### config.mk
export PLATFORM = sky130hd
export DESIGN_NAME = dual_euclidean_distance_top
export DESIGN_NICKNAME = d
export VERILOG_FILES = /design/src/design/ded_pkg.sv /design/src/design/dual_euclidean_distance_top.sv /design/src/design/ded_ctrl.sv /design/src/design/ded_datapath.sv
export SDC_FILE = /design/constraint.sdc
export NUM_CORES = 2
export LEC_CHECK = 0
export ABC_AREA = 1
export BUFFER_PORTS_ARGS = -buffer_cell sky130_fd_sc_hd__buf_2
export CORE_UTILIZATION = 55
export CTS_CLUSTER_DIAMETER = 100
export DETAILED_ROUTE_END_ITERATION = 8
export PLACE_DENSITY = 0.72
export SLEW_MARGIN = 25
export SYNTH_ARGS = -nofsm -noshare
export SYNTH_HDL_FRONTEND = slang
export SYNTH_SLANG_ARGS = --single-unit
### constraint.sdc
create_clock -name clock -period 16.5 [get_ports clock]
set_input_delay 0.825 -clock clock [delete_from_list [all_inputs] [get_ports clock]]
set_output_delay 0.825 -clock clock [all_outputs]
set_load 0.01 [all_outputs]
### src/design/ded_pkg.sv
// ----------------------------------------------------------------------------
// ded_pkg
// Shared widths, types and arithmetic helpers of the dual distance block.
// ----------------------------------------------------------------------------
package ded_pkg;

   localparam int COORD_W    = 16;  // signed Q4.12 coordinate
   localparam int MAG_W      = 16;  // magnitude of a Q5.12 difference
   localparam int SQ_W       = 32;  // unsigned Q8.24 square
   localparam int ACC_W      = 41;  // unsigned Q17.24 sum of squares
   localparam int DEG_W      = 16;
   localparam int DSUM_W     = 17;
   localparam int DIST_W     = 21;  // unsigned Q9.12 distance
   localparam int ROOT_STEPS = (ACC_W + 1) / 2;
   localparam int STEP_W     = $clog2(ROOT_STEPS);

   typedef enum logic [1:0] {
      ST_IDLE,
      ST_ROOT,
      ST_SHOW
   } ded_state_type;

   typedef struct packed {
      logic load;   // capture an input transfer into the square stage
      logic fold;   // add the square stage into the accumulators
      logic start;  // hand the final sums to the root units, clear sums
      logic step;   // advance the root units by one digit
   } ded_cmd_type;

   typedef struct packed {
      logic [ACC_W-1:0] x;     // remainder
      logic [ACC_W-1:0] res;   // partial root
      logic [ACC_W-1:0] rbit;  // current trial bit
   } root_type;

   function automatic logic [ACC_W-1:0] sat_add(input logic [ACC_W-1:0] acc,
                                                input logic [SQ_W-1:0]  add);
      logic [ACC_W:0] sum;
      sum = {1'b0, acc} + (ACC_W+1)'(add);
      return sum[ACC_W] ? {ACC_W{1'b1}} : sum[ACC_W-1:0];
   endfunction

   function automatic logic [SQ_W-1:0] sq_diff(input logic [COORD_W-1:0] a,
                                                input logic [COORD_W-1:0] b);
      logic [COORD_W:0] diff;
      logic [COORD_W:0] mag;
      diff = {a[COORD_W-1], a} - {b[COORD_W-1], b};
      mag  = diff[COORD_W] ? (~diff + 1'b1) : diff;
      return mag[MAG_W-1:0] * mag[MAG_W-1:0];
   endfunction

   // One digit of the restoring square root.
   function automatic root_type root_step(input root_type r);
      root_type       n;
      logic [ACC_W:0] trial;
      trial  = {1'b0, r.res} + {1'b0, r.rbit};
      n      = r;
      if ({1'b0, r.x} >= trial) begin
         n.x   = r.x - trial[ACC_W-1:0];
         n.res = (r.res >> 1) + r.rbit;
      end else begin
         n.res = r.res >> 1;
      end
      n.rbit = r.rbit >> 2;
      return n;
   endfunction

endpackage

### src/design/dual_euclidean_distance_top.sv
// ----------------------------------------------------------------------------
// dual_euclidean_distance_top
// Euclidean distances of two node embeddings plus the node degree sum.
// ----------------------------------------------------------------------------
// Usage:
//  - The req_ channel carries one coordinate pair per transfer for each of
//    the two embeddings (signed Q4.12), with req_last marking the final
//    coordinate. The degrees returned are those of the last transfer.
//  - The rsp_ channel returns one result per vector pair: both distances as
//    unsigned Q9.12 floor square roots and the degree sum.
//  - Throughput: one transfer per cycle unless a last item waits. The square
//    of each difference is registered, then folded into a saturating 41-bit sum.
//  - The root units resolve one result bit per cycle; the result is valid
//    once the last transfer is folded in and every root bit is resolved.
//  - The next vectors accumulate while a root runs or a result waits. Only
//    a second last transfer waits until the root units are free.
//  - A stalled rsp_ready holds the result; input keeps streaming until the
//    next last item reaches the square stage.
//  - Reset clears the sums, the control state and drops any pending result.
// ----------------------------------------------------------------------------
module dual_euclidean_distance_top
   import ded_pkg::*;
(
   input  logic               clock,
   input  logic               reset,
   input  logic               req_valid,
   output logic               req_ready,
   input  logic [COORD_W-1:0] req_first_v,
   input  logic [COORD_W-1:0] req_first_u,
   input  logic [COORD_W-1:0] req_second_v,
   input  logic [COORD_W-1:0] req_second_u,
   input  logic [DEG_W-1:0]   req_degree_v,
   input  logic [DEG_W-1:0]   req_degree_u,
   input  logic               req_last,
   output logic               rsp_valid,
   input  logic               rsp_ready,
   output logic [DIST_W-1:0]  rsp_first_distance,
   output logic [DIST_W-1:0]  rsp_second_distance,
   output logic [DSUM_W-1:0]  rsp_degree_sum
);

   ded_cmd_type cmd;

   // sequence the transfers and the root digits
   ded_ctrl u_ctrl (
      .clock     (clock),
      .reset     (reset),
      .req_valid (req_valid),
      .req_last  (req_last),
      .req_ready (req_ready),
      .rsp_valid (rsp_valid),
      .rsp_ready (rsp_ready),
      .cmd       (cmd)
   );

   // square, accumulate, take roots
   ded_datapath u_datapath (
      .clock               (clock),
      .reset               (reset),
      .cmd                 (cmd),
      .req_first_v         (req_first_v),
      .req_first_u         (req_first_u),
      .req_second_v        (req_second_v),
      .req_second_u        (req_second_u),
      .req_degree_v        (req_degree_v),
      .req_degree_u        (req_degree_u),
      .rsp_first_distance  (rsp_first_distance),
      .rsp_second_distance (rsp_second_distance),
      .rsp_degree_sum      (rsp_degree_sum)
   );

endmodule

### src/design/ded_ctrl.sv
// ----------------------------------------------------------------------------
// ded_ctrl
// Handshake control and root sequencer of the dual distance block.
// ----------------------------------------------------------------------------
module ded_ctrl
   import ded_pkg::*;
(
   input  logic        clock,
   input  logic        reset,
   input  logic        req_valid,
   input  logic        req_last,
   output logic        req_ready,
   output logic        rsp_valid,
   input  logic        rsp_ready,
   output ded_cmd_type cmd
);

   ded_state_type     state_ff, state_in;
   logic [STEP_W-1:0] step_ff, step_in;
   logic              s1_valid_ff, s1_valid_in;
   logic              s1_last_ff, s1_last_in;
   logic              root_free;
   logic              last_step;

   assign root_free = (state_ff == ST_IDLE) || ((state_ff == ST_SHOW) && rsp_ready);
   assign last_step = (step_ff == STEP_W'(ROOT_STEPS - 1));

   // outputs
   always_comb begin
      cmd.fold  = s1_valid_ff && (!s1_last_ff || root_free);
      cmd.start = cmd.fold && s1_last_ff;
      cmd.step  = (state_ff == ST_ROOT);
      req_ready = !s1_valid_ff || cmd.fold;
      cmd.load  = req_valid && req_ready;
      rsp_valid = (state_ff == ST_SHOW);
   end

   // next state
   always_comb begin
      state_in = state_ff;
      case (state_ff)
         ST_IDLE: begin
            if (cmd.start) state_in = ST_ROOT;
         end
         ST_ROOT: begin
            if (last_step) state_in = ST_SHOW;
         end
         ST_SHOW: begin
            if (rsp_ready) state_in = cmd.start ? ST_ROOT : ST_IDLE;
         end
         default: state_in = ST_IDLE;
      endcase
   end

   always_comb begin
      step_in = step_ff;
      if (cmd.start) step_in = '0;
      else if (cmd.step && !last_step) step_in = step_ff + 1'b1;

      s1_valid_in = s1_valid_ff;
      if (cmd.load) s1_valid_in = 1'b1;
      else if (cmd.fold) s1_valid_in = 1'b0;

      s1_last_in = cmd.load ? req_last : s1_last_ff;
   end

   always_ff @(posedge clock) begin
      if (reset) begin
         state_ff    <= ST_IDLE;
         step_ff     <= '0;
         s1_valid_ff <= 1'b0;
         s1_last_ff  <= 1'b0;
      end else begin
         state_ff    <= state_in;
         step_ff     <= step_in;
         s1_valid_ff <= s1_valid_in;
         s1_last_ff  <= s1_last_in;
      end
   end

   a_start_when_free: assert property (@(posedge clock) disable iff (reset)
      cmd.start |-> root_free)
      else $error("root started while busy");

   a_step_in_range: assert property (@(posedge clock) disable iff (reset)
      (state_ff == ST_ROOT) |-> (step_ff < STEP_W'(ROOT_STEPS)))
      else $error("root step count out of range");

   a_idle_after_transfer: assert property (@(posedge clock) disable iff (reset)
      (rsp_valid && rsp_ready && !cmd.start) |=> (state_ff == ST_IDLE))
      else $error("no return to idle after result transfer");

   a_stall_only_on_last: assert property (@(posedge clock) disable iff (reset)
      !req_ready |-> (s1_valid_ff && s1_last_ff && !root_free))
      else $error("input stalled without a pending last item");

endmodule

### src/design/ded_datapath.sv
// ----------------------------------------------------------------------------
// ded_datapath
// Square stage, saturating accumulators and two digit-serial root units.
// ----------------------------------------------------------------------------
module ded_datapath
   import ded_pkg::*;
(
   input  logic                clock,
   input  logic                reset,
   input  ded_cmd_type         cmd,
   input  logic [COORD_W-1:0]  req_first_v,
   input  logic [COORD_W-1:0]  req_first_u,
   input  logic [COORD_W-1:0]  req_second_v,
   input  logic [COORD_W-1:0]  req_second_u,
   input  logic [DEG_W-1:0]    req_degree_v,
   input  logic [DEG_W-1:0]    req_degree_u,
   output logic [DIST_W-1:0]   rsp_first_distance,
   output logic [DIST_W-1:0]   rsp_second_distance,
   output logic [DSUM_W-1:0]   rsp_degree_sum
);

   logic [SQ_W-1:0]   sq1_ff, sq2_ff;
   logic [DSUM_W-1:0] dsum_ff, dsum_out_ff;
   logic [ACC_W-1:0]  acc1_ff, acc1_in, acc2_ff, acc2_in;
   logic [ACC_W-1:0]  sum1, sum2;
   root_type          r1_ff, r1_in, r2_ff, r2_in;

   assign sum1 = sat_add(acc1_ff, sq1_ff);
   assign sum2 = sat_add(acc2_ff, sq2_ff);

   always_comb begin
      acc1_in = acc1_ff;
      acc2_in = acc2_ff;
      if (cmd.start) begin
         acc1_in = '0;
         acc2_in = '0;
      end else if (cmd.fold) begin
         acc1_in = sum1;
         acc2_in = sum2;
      end

      r1_in = r1_ff;
      r2_in = r2_ff;
      if (cmd.start) begin
         r1_in.x    = sum1;
         r1_in.res  = '0;
         r1_in.rbit = ACC_W'(1) << (2 * (ROOT_STEPS - 1));
         r2_in.x    = sum2;
         r2_in.res  = '0;
         r2_in.rbit = ACC_W'(1) << (2 * (ROOT_STEPS - 1));
      end else if (cmd.step) begin
         r1_in = root_step(r1_ff);
         r2_in = root_step(r2_ff);
      end
   end

   always_ff @(posedge clock) begin
      if (reset) begin
         acc1_ff <= '0;
         acc2_ff <= '0;
      end else begin
         acc1_ff <= acc1_in;
         acc2_ff <= acc2_in;
      end
   end

   always_ff @(posedge clock) begin
      if (cmd.load) begin
         sq1_ff  <= sq_diff(req_first_v, req_first_u);
         sq2_ff  <= sq_diff(req_second_v, req_second_u);
         dsum_ff <= {1'b0, req_degree_v} + {1'b0, req_degree_u};
      end
      if (cmd.start) dsum_out_ff <= dsum_ff;
      r1_ff <= r1_in;
      r2_ff <= r2_in;
   end

   assign rsp_first_distance  = r1_ff.res[DIST_W-1:0];
   assign rsp_second_distance = r2_ff.res[DIST_W-1:0];
   assign rsp_degree_sum      = dsum_out_ff;

endmodule
==> impl_metrics.json <==
{
  "vias": 45050,
  "grt_busiest_layer": "met2",
  "setup_repair_after_global_routing_missed_its_margin": "no",
  "grt_overflow_total": 0,
  "post_cts_resized": 0,
  "setup.worst_path.class": "input pin to flip-flop",
  "dr.pass1.iters": 8,
  "report.final.hold_viol_count": 0,
  "async_flop_share_pct": 0,
  "worstSetupStartpointType": "input pin",
  "ctsRootBufferMaster": "sky130_fd_sc_hd__clkbuf_16",
  "worstHoldPathCells": 0,
  "pre_cts_slack_ps": 7260,
  "route.antenna.remaining_nets": 0,
  "min-delay-path-class": "flip-flop to flip-flop",
  "post-dp-hpwl_um": 111600,
  "clk_latency_ps": 590,
  "yosysSeqAreaShare_pct": 18.96,
  "cts.sinks": 372,
  "final_net_count": 7857,
  "synthTopCellsByCount": "1324 x sky130_fd_sc_hd__nand2_1, 1238 x sky130_fd_sc_hd__inv_1, 755 x sky130_fd_sc_hd__nor2_1",
  "htreeDepth": 2,
  "layout-area-overhead-vs-synth_pct": 5.993,
  "crit_path_max_incr_delay_ps": 720,
  "timing.critical_path.to_type": "flip-flop",
  "first_iteration_detailed_routing_drc_count": 3290,
  "fp.dieW_um": 299.5,
  "ys_dominant_reg_cell": "sky130_fd_sc_hd__dfxtp_1",
  "yosys_warnings": 0,
  "syn_nets": 7794,
  "cts_tree": "done",
  "max_slew_margin_pct": 33.31,
  "yosysTopAreaCell": "sky130_fd_sc_hd__fa_1",
  "max_freq_mhz": 115.9,
  "worst_setup_hold_path_clk_slew_ps": 60,
  "tns_ps": 0,
  "wirelength_um": 136900,
  "layout_min_cycle_time_ps": 8626,
  "core.rowCount": 108,
  "timing_worst_slew_pin_value_ps": 1000,
  "viasPerCell": 5.538,
  "setup_viol_count_final": 0,
  "synth_edf_count": 178,
  "final.setup_skew_ps": 29.28,
  "synth_most_common_cell": "sky130_fd_sc_hd__nand2_1",
  "vias_in_the_first_global_route": 44370,
  "gp_congestion": 0.9659,
  "floorplan.initialDensity_pct": 55.84,
  "postSynthAreaPerCell_um2": 7.068,
  "ios": 162,
  "grt_start_max_net_pins": 98,
  "core_area_mm2": 0.08716,
  "grtUsageTotal_pct": 30.27,
  "multi_input_area_mm2": 0.03374,
  "outcome": "completed",
  "met2_usage_pct": 51.86,
  "synth_top_cells_by_area": "sky130_fd_sc_hd__fa_1 14%, sky130_fd_sc_hd__ha_1 12%, sky130_fd_sc_hd__edfxtp_1 11%",
  "register_cell_area_after_layout_mm2": 0.009229,
  "critical_path_required_time_ps": 16820,
  "timing.reg2reg.worst_path_depth": 29,
  "layout-drive-gt1-share_pct": 5.945,
  "mappedNetlistArea_mm2": 0.04867,
  "cp.arrival_ps": 8950,
  "final.fill_count": 8388,
  "maxSlewViolCount": 0,
  "cts_buffer_depth": 3,
  "post-cts-setup-buffers": 0,
  "synth_cells": 6885,
  "crit_fanout": 20,
  "cts_made_buffers": 42,
  "grt_pass1_wl_um": 222200,
  "crit_slowest_cell": "sky130_fd_sc_hd__ha_1",
  "fp.dieArea_mm2": 0.08968,
  "grt_use_met3_pct": 2.674,
  "synth.top_cell.area_share_pct": 13.53,
  "holdBufCountCts": 0,
  "final_routed_wire_length_divided_by_cell_count_um": 16.82,
  "fin_crit_sh_pct": 52.28,
  "count_of_cell_types_in_the_netlist": 64,
  "gr-usage-met1_pct": 39.71,
  "antenna_found_initial": 1,
  "antenna_cells_inserted": 0,
  "synth_seq_cells": 372,
  "final_setup_slack_of_the_worst_path_ps": 7874,
  "timing.max_cap.violations": 0,
  "die_y_um": 299.5,
  "port-buffer-count": 161,
  "drc": 0
}
[cell type report]
class                      instances  area share, %
multi-input combinational       5067          65.41
sequential                       372          17.89
clock inverter                    18         0.3372
inverter                        1285          9.363
timing repair buffer             180          1.839
clock buffer                      59          2.363
tap                             1155          2.802
[placed cells by master (no fill, tap or decap), types with 43 or more instances in the layout]
cell type                   count
sky130_fd_sc_hd__inv_2         43
sky130_fd_sc_hd__a31oi_1       63
sky130_fd_sc_hd__buf_2        161
sky130_fd_sc_hd__xor2_1       177
sky130_fd_sc_hd__dfxtp_1      194
sky130_fd_sc_hd__clkbuf_16     44
sky130_fd_sc_hd__a21oi_1      493
sky130_fd_sc_hd__o22ai_1       47
sky130_fd_sc_hd__o21ai_0      472
sky130_fd_sc_hd__xnor2_1      101
sky130_fd_sc_hd__nand3_1      270
sky130_fd_sc_hd__nor2_1       754
sky130_fd_sc_hd__fa_1         329
sky130_fd_sc_hd__edfxtp_1     178
sky130_fd_sc_hd__nor3_1        66
sky130_fd_sc_hd__ha_1         479
sky130_fd_sc_hd__nand4_1       56
sky130_fd_sc_hd__nand2_1     1320
sky130_fd_sc_hd__inv_1       1236
[final timing paths]
kind / to / slack [ps] / from
min: u_datapath.rsp_degree_sum[0]$_DFFE_PP_ / 410 / u_datapath.dsum_ff[0]$_DFFE_PP_
max reg2reg: u_datapath.r1_ff[97]$_DFFE_PP_ / 10220 / u_datapath.r1_ff[0]$_SDFFE_PP0P_
max: u_datapath.sq2_ff[27]$_DFFE_PP_ / 7870 / req_second_v[0]
min reg2reg: u_datapath.rsp_degree_sum[0]$_DFFE_PP_ / 410 / u_datapath.dsum_ff[0]$_DFFE_PP_
[critical path, delay by kind of cell]
kind,cells,cell delay (ps)
adders and majority gates,8,4010
and+or+nand+nor,14,1850
AOI/OAI and AO/OA,6,1490
buffers and inverters,8,630
xor gates and xnor gates,1,90
[logic make-up after synthesis]
logic type               synth area share, %
adder cells (fa/ha/maj)                25.85
buffers and inverters                  11.78
XOR/XNOR                               5.384
AO/OA/AOI/OAI                          15.45
flip-flops                             18.96
AND/OR/NAND/NOR                        22.57
[layer usage]
layer	wire length (um)	share of wire, %	up-vias
li1	-	-	22400
met1	59940	44	20970
met2	64460	47	1385
met3	7135	5.2	307
met4	5317	3.9	0
met5	0	0	-
[through the flow]
step,utilization [%],cells,hold slack [ps],instance area (um^2)
after floorplan,-,6885,400.3,48670
after global placement,57.58,8059,400.0,50180
after detailed placement,57.58,8059,404.5,50180
after CTS,59.18,8136,417.9,51580
after global routing,59.18,8136,423.8,51580
final,59.18,8136,414.0,51580
[sequential cells by signal, summed over array words and instances, names as in the netlist]
name                            flops
u_ctrl.s1_last_ff                   1
u_ctrl.s1_valid_ff                  1
u_ctrl.state_ff                     2
u_ctrl.step_ff                      5
u_datapath.acc1_ff                 41
u_datapath.acc2_ff                 41
u_datapath.dsum_ff                 17
u_datapath.r1_ff                   82
u_datapath.r2_ff                   61
u_datapath.rsp_degree_sum          17
u_datapath.rsp_first_distance      21
u_datapath.rsp_second_distance     21
u_datapath.sq1_ff                  31
u_datapath.sq2_ff                  31
Power is not shown: default switching activity piles up to over one toggle a cycle in this logic, so the estimate is an artifact.
